`config.mk`:
```
export PLATFORM = sky130hd
export DESIGN_NAME = sorted_priority_queue_core
export DESIGN_NICKNAME = d
export VERILOG_FILES = /design/src/rtl/core/spq_pkg.sv /design/src/rtl/core/spq_ram.sv /design/src/rtl/core/sorted_priority_queue_core.sv
export SDC_FILE = /design/constraint.sdc
export NUM_CORES = 1
export LEC_CHECK = 0
export BUFFER_PORTS_ARGS = -buffer_cell sky130_fd_sc_hd__clkbuf_2
export CAP_MARGIN = 10
export CORE_ASPECT_RATIO = 1.2
export CORE_MARGIN = 3
export CORE_UTILIZATION = 43
export CTS_CLUSTER_DIAMETER = 120
export DETAILED_ROUTE_END_ITERATION = 6
export PLACE_DENSITY = 0.65
export SLEW_MARGIN = 10
export SYNTH_ARGS = -nofsm -noshare
export SYNTH_HDL_FRONTEND = slang
export SYNTH_SLANG_ARGS = --single-unit
```
`constraint.sdc`:
```
create_clock -name clock -period 17 [get_ports clock]
set_clock_uncertainty 0.1 [all_clocks]
set_input_delay 0 -clock clock [delete_from_list [all_inputs] [get_ports clock]]
set_output_delay 0 -clock clock [all_outputs]
set_load 0.01 [all_outputs]
```
`src/rtl/core/spq_pkg.sv`:
```
`default_nettype none
package spq_pkg;

   localparam int unsigned VALUE_W = 32;
   localparam int unsigned PRIO_W  = 16;
   localparam int unsigned ENTRY_W = VALUE_W + PRIO_W;

   typedef enum logic {
      CMD_ENQUEUE = 1'b0,
      CMD_DEQUEUE = 1'b1
   } cmd_type;

   typedef enum logic [2:0] {
      ST_IDLE,
      ST_SCAN_RD,
      ST_SCAN_CMP,
      ST_FRONT_RD,
      ST_FRONT_WAIT
   } state_type;

endpackage
`default_nettype wire

```
`src/rtl/core/spq_ram.sv`:
```
`default_nettype none
module spq_ram #(
   parameter int unsigned WIDTH = 48,
   parameter int unsigned DEPTH = 16
) (
   input  wire logic                     clock,
   input  wire logic                     wr_en,
   input  wire logic [$clog2(DEPTH)-1:0] wr_addr,
   input  wire logic [WIDTH-1:0]         wr_data,
   input  wire logic                     rd_en,
   input  wire logic [$clog2(DEPTH)-1:0] rd_addr,
   output logic      [WIDTH-1:0]         rd_data
);

   logic [WIDTH-1:0] mem_ff [DEPTH];
   logic [WIDTH-1:0] rd_data_ff;

   always_ff @(posedge clock) begin
      if (wr_en) begin
         mem_ff[wr_addr] <= wr_data;
      end
      if (rd_en) begin
         rd_data_ff <= mem_ff[rd_addr];
      end
   end

   assign rd_data = rd_data_ff;

endmodule
`default_nettype wire

```
`src/rtl/core/sorted_priority_queue_core.sv`:
```
// A dequeue or a rejected command goes through ST_FRONT_RD to ST_FRONT_WAIT, where
// its result is valid. An enqueue first walks the entries it passes in ST_SCAN_RD
// and ST_SCAN_CMP, one RAM read and one compare per entry walked, then goes on to ST_FRONT_RD.
// One transaction at a time; busy falls the cycle after the result. The receiver
// cannot stall results.
// Reset clears the sequencer and the count and sets the front slot; RAM is not cleared.
`default_nettype none
module sorted_priority_queue_core
   import spq_pkg::*;
#(
   parameter int unsigned DEPTH = 16
) (
   input  wire logic                         clock,
   input  wire logic                         reset,
   input  wire logic                         start,
   output logic                              busy,
   input  wire logic                         req_cmd,
   input  wire logic signed [VALUE_W-1:0]    req_item_value,
   input  wire logic        [PRIO_W-1:0]     req_item_priority,
   output logic                              rsp_valid,
   output logic                              rsp_done_res,
   output logic signed [VALUE_W-1:0]         rsp_front_value,
   output logic        [PRIO_W-1:0]          rsp_front_priority,
   output logic        [$clog2(DEPTH+1)-1:0] rsp_occupancy,
   output logic                              rsp_is_empty,
   output logic                              rsp_is_full
);

   localparam int unsigned AW = $clog2(DEPTH);
   localparam int unsigned CW = $clog2(DEPTH + 1);
   localparam logic [AW:0]   DepthW   = (AW + 1)'(DEPTH);
   localparam logic [AW-1:0] LastSlot = AW'(DEPTH - 1);
   localparam logic [CW-1:0] DepthC   = CW'(DEPTH);

   function automatic logic [AW-1:0] slot_add(input logic [AW-1:0] a,
                                              input logic [AW-1:0] b);
      logic [AW:0] s;
      s = {1'b0, a} + {1'b0, b};
      if (s >= DepthW) begin
         s = s - DepthW;
      end
      return s[AW-1:0];
   endfunction

   function automatic logic [AW-1:0] slot_dec(input logic [AW-1:0] a);
      return (a == '0) ? LastSlot : a - AW'(1);
   endfunction

   state_type             state_ff, state_in;
   logic [AW-1:0]         front_ff, front_in;
   logic [CW-1:0]         count_ff, count_in;
   logic [CW-1:0]         k_ff, k_in;
   logic                  done_ff, done_in;
   logic [VALUE_W-1:0]    val_ff, val_in;
   logic [PRIO_W-1:0]     pri_ff, pri_in;

   logic                  wr_en;
   logic [AW-1:0]         wr_addr;
   logic [ENTRY_W-1:0]    wr_data;
   logic                  rd_en;
   logic [AW-1:0]         rd_addr;
   logic [ENTRY_W-1:0]    rd_data;

   logic [AW-1:0]         scan_slot;
   logic [AW-1:0]         dst_slot;
   logic [ENTRY_W-1:0]    new_entry;

   spq_ram #(
      .WIDTH(ENTRY_W),
      .DEPTH(DEPTH)
   ) u_ram (
      .clock  (clock),
      .wr_en  (wr_en),
      .wr_addr(wr_addr),
      .wr_data(wr_data),
      .rd_en  (rd_en),
      .rd_addr(rd_addr),
      .rd_data(rd_data)
   );

   // The walk moves each entry that stays ahead one slot toward the front, so the
   // search and the shift share one pass.
   assign scan_slot = slot_add(front_ff, k_ff[AW-1:0]);
   assign dst_slot  = slot_dec(scan_slot);
   assign new_entry = {pri_ff, val_ff};

   always_ff @(posedge clock) begin
      if (reset) begin
         state_ff <= ST_IDLE;
         front_ff <= AW'(1);
         count_ff <= '0;
      end else begin
         state_ff <= state_in;
         front_ff <= front_in;
         count_ff <= count_in;
      end
   end

   always_ff @(posedge clock) begin
      k_ff    <= k_in;
      done_ff <= done_in;
      val_ff  <= val_in;
      pri_ff  <= pri_in;
   end

   always_comb begin
      state_in = state_ff;
      front_in = front_ff;
      count_in = count_ff;
      k_in     = k_ff;
      done_in  = done_ff;
      val_in   = val_ff;
      pri_in   = pri_ff;
      wr_en    = 1'b0;
      wr_addr  = dst_slot;
      wr_data  = new_entry;
      rd_en    = 1'b0;
      rd_addr  = scan_slot;

      unique case (state_ff)
         ST_IDLE: begin
            if (start) begin
               val_in = req_item_value;
               pri_in = req_item_priority;
               k_in   = '0;
               if (cmd_type'(req_cmd) == CMD_DEQUEUE) begin
                  if (count_ff != '0) begin
                     front_in = slot_add(front_ff, AW'(1));
                     count_in = count_ff - CW'(1);
                     done_in  = 1'b1;
                  end else begin
                     done_in  = 1'b0;
                  end
                  state_in = ST_FRONT_RD;
               end else if (count_ff == DepthC) begin
                  done_in  = 1'b0;
                  state_in = ST_FRONT_RD;
               end else begin
                  done_in  = 1'b1;
                  state_in = ST_SCAN_RD;
               end
            end
         end
         ST_SCAN_RD: begin
            if (k_ff < count_ff) begin
               rd_en    = 1'b1;
               state_in = ST_SCAN_CMP;
            end else begin
               wr_en    = 1'b1;
               front_in = slot_dec(front_ff);
               count_in = count_ff + CW'(1);
               state_in = ST_FRONT_RD;
            end
         end
         ST_SCAN_CMP: begin
            wr_en = 1'b1;
            if (rd_data[ENTRY_W-1 -: PRIO_W] >= pri_ff) begin
               wr_data  = rd_data;
               k_in     = k_ff + CW'(1);
               state_in = ST_SCAN_RD;
            end else begin
               front_in = slot_dec(front_ff);
               count_in = count_ff + CW'(1);
               state_in = ST_FRONT_RD;
            end
         end
         ST_FRONT_RD: begin
            rd_en    = 1'b1;
            rd_addr  = front_ff;
            state_in = ST_FRONT_WAIT;
         end
         ST_FRONT_WAIT: begin
            state_in = ST_IDLE;
         end
         default: begin
            state_in = ST_IDLE;
         end
      endcase
   end

   assign busy               = (state_ff != ST_IDLE);
   assign rsp_valid          = (state_ff == ST_FRONT_WAIT);
   assign rsp_done_res       = done_ff;
   assign rsp_front_value    = (count_ff == '0) ? '0 : rd_data[VALUE_W-1:0];
   assign rsp_front_priority = (count_ff == '0) ? '0 : rd_data[ENTRY_W-1 -: PRIO_W];
   assign rsp_occupancy      = count_ff;
   assign rsp_is_empty       = (count_ff == '0);
   assign rsp_is_full        = (count_ff == DepthC);

endmodule
`default_nettype wire
```
==> metrics.md <==
| Metric | Value |
|---|---|
| Worst R2R End | `u_ram.rd_data[17]` |
| Syn nets | `2129` |
| Setup-failing EPs final | `0` |
| Initial antenna violation count | `0` |
| Count leader, synth | `edfxtp_1` |
| TritonCTS buffer count | `86` |
| Slew @ Worst Pin | `1130 ps` |
| PD cells | `199 nW/um2` |
| Sequential share of the synthesized area | `72.3%` |
| DRC errors left | `0` |
| Port bufs | `109` |
| Synth cell count leaders | `edfxtp_1, mux2i_1, nor2b_1` |
| Crit path DAT | `5280 ps` |
| Count of cell types in the netlist | `43` |
| Status | `finished clean` |
| # rows | `116` |
| Root Buffer | `clkbuf_16` |
| Ant. Diodes | `0` |
| Finished Cell Area | `42200 um2` |
| Worst Setup EP | `u_ram.rd_data[17]` |
| Die W | `272 um` |
| Critical Path RT | `17250 ps` |
| Nets | `2374` |
| Fraction of layout cells with a size suffix above 1 | `14.4%` |
| Dominant cell type by area after synthesis | `edfxtp_1` |
| Synth top area share | `71.7%` |
| Final period utilization | `29.6%` |
| Synth top area cells | `edfxtp_1, mux2i_1, ha_1` |
| Worst R2R Setup Slack | `11970 ps` |
| CTS tree | `yes` |
| Total Neg Setup Slack | `0 ps` |
| Mapped cell area | `36400 um2` |
| DRT Wirelength | `79.5 mm` |
| Worst-path maximum fanout | `61` |
| Crit Path Class | `flip-flop to flip-flop` |
| Die area | `88300 um2` |
| Clock period minus worst slack | `5030 ps` |
| Post-synthesis area per instance | `17.8 um2` |
| IO Count | `110` |
| Worst-path clk slew | `70 ps` |
| Vias in the first global route | `19300` |
| Post-synth top flop | `edfxtp_1` |
| First-pass GRT wire length | `119 mm` |
| Rel. slew slack | `24.6%` |
| RSZ-0062 raised after global routing | `no` |
| Clock Latency Late Sink | `650 ps` |
| Syn-to-layout area delta | `15.7%` |
| Syn Inst Count | `2045` |
| Fill cells | `6801` |
| Core area | `83700 um2` |
| Final ANT Viol Nets | `0` |
| Final count of hold timing violations | `0` |
| Worst vdd ir | `0.188 mV` |
| Dpl cell area | `38400 um2` |
| R2r worst-path depth | `9` |
| Gpl congestion | `0.774` |
| Type of origin of the critical path | `flip-flop` |
| Fin. max-slew vios | `0` |
| Initial Util | `43.5%` |
| Power, Total | `8.37 mW` |
| Wire per inst | `22.9 um` |
| Clock sinks | `882` |
| CTS H-Tree Depth | `3` |
| LEAKAGE | `15.7 nW` |
| Async SR Flop Fraction | `0%` |
| Crit. End Element | `flip-flop` |
| Worst setup path start | `state_ff[2]` |
| Max frequency | `0.199 GHz` |
| Max-Cap Viols | `0` |
| Total GRT Usage | `17.9%` |
| Fin worst setup slack | `11970 ps` |
| Clock Path Buffers | `3` |
| Detailed Route Iter0 Violations | `1393` |
| Die height | `325 um` |
| Drt pass-1 iters | `5` |
| R2r startpoint | `state_ff[2]` |
| Ys Warns | `0` |
| DR vias | `18400` |
| Post-DP HPWL | `38.8 mm` |
| Number of synthesized flops with an enable pin | `870` |
| Worst Hold Class | `input pin to flip-flop` |
| Vias per cell | `5.28` |
| Largest net degree at the start of global routing | `63` |
| Synth Register Bits | `882` |
| Total grt overflow | `0` |
| Place WS | `11980 ps` |
==> layer usage <==
metal | up-vias | routed length (um) | global-route usage [%]
met4 | 0 | 1550 | 5.52
met2 | 361 | 40200 | 30.9
met5 | - | 0 | 0
met1 | 9488 | 34900 | 23.6
met3 | 90 | 2880 | 2.15
li1 | 8428 | - | -
==> final cells by class <==
type	instances	area, um2	area share, %
timing repair buffer	258	1910	4.52
tap	1121	1400	3.33
sequential	882	26400	62.5
clock buffer	105	2310	5.47
inverter	33	124	0.294
multi-input combinational	1029	9540	22.6
clock inverter	50	518	1.23
==> flip-flops by register name, indices dropped and copies added, names as in the netlist <==
name           count
front_ff           4
k_ff               5
pri_ff            16
rsp_done_res       1
rsp_occupancy      5
state_ff           3
u_ram.mem_ff     768
u_ram.rd_data     48
val_ff            32
==> worst max-delay path, stage by stage (launching register included) <==
cell      delay, ps
dfxtp_1         540
nand3b_1        450
mux2i_4         300
buf_4           690
buf_4           900
buf_4           930
mux2i_1         310
mux2i_1         110
mux2i_1         180
mux2i_1         100
==> worst min-delay path by stage <==
stage / startpoint / endpoint / slack, ps / cells past startpoint
global route: req_item_priority[0] / pri_ff[0] / 40 / 2
floorplan: req_item_priority[0] / pri_ff[0] / -1 / 0
global placement: req_item_value[5] / val_ff[5] / 80 / 1
finish: req_item_priority[0] / pri_ff[0] / 40 / 2
detailed placement: req_item_value[21] / val_ff[21] / 80 / 1
CTS: req_item_value[3] / val_ff[3] / 30 / 2
==> cells by family (layout without fill, tap and decap cells) <==
| group | Yosys count | in the layout | share of synthesized area (%) |
|---|---|---|---|
| compound gates | 70 | 70 | 1.16 |
| flops | 882 | 882 | 72.3 |
| xor+xnor | 16 | 16 | 0.385 |
| mux | 755 | 755 | 20.9 |
| buf+inv | 134 | 446 | 1.92 |
| simple gates | 156 | 156 | 2.19 |
| fa+ha+maj | 32 | 32 | 1.14 |
==> power breakdown <==
| group | switching, mW | internal, mW |
|---|---|---|
| sequential | 0.136 | 2.98 |
| clock | 0.787 | 1.12 |
| combinational | 1.97 | 1.38 |
| total | 2.89 | 5.48 |
==> timing repair <==
action | CTS | global route
endpoints found under the hold margin | 66 | 0
setup buffers | 0 | 0
resized for setup | 0 | 0
hold buffers | 97 | 0
==> cell usage in the layout (no fill, tap or decap), types with 3 or more instances in the layout <==
cell,netlist,layout
edfxtp_1,870,870
mux2i_1,722,721
clkbuf_2,0,109
dlygate4sd3_1,0,97
clkbuf_16,0,90
buf_4,39,52
nor2b_1,50,50
inv_1,33,33
mux2_2,33,33
nand2_1,31,31
ha_1,30,30
o21ai_0,29,27
nor2_1,28,19
a21oi_1,20,19
clkinv_1,0,18
clkbuf_1,21,15
clkinv_2,0,13
dfxtp_1,12,12
nand3_1,11,11
xnor2_1,11,10
bufinv_16,0,10
nor2_4,0,9
nor3_1,14,8
nor3_2,0,6
nand2b_1,5,5
a21o_1,5,5
xor2_1,5,5
nor4_1,6,4
inv_6,0,4
and2_1,4,3
clkinv_4,0,3
==> per-stage QoR <==
step                      util (%)  hold slack (ps)  std cells
final                         50.3             39.6       3478
after global routing          50.3             44.1       3478
after CTS                     50.3             25.0       3478
after detailed placement      45.8             78.6       3226
after global placement        45.8             76.8       3226
after floorplan                  -            -1.13       2045
No activity file was read; power rests on OpenSTA's default activity.
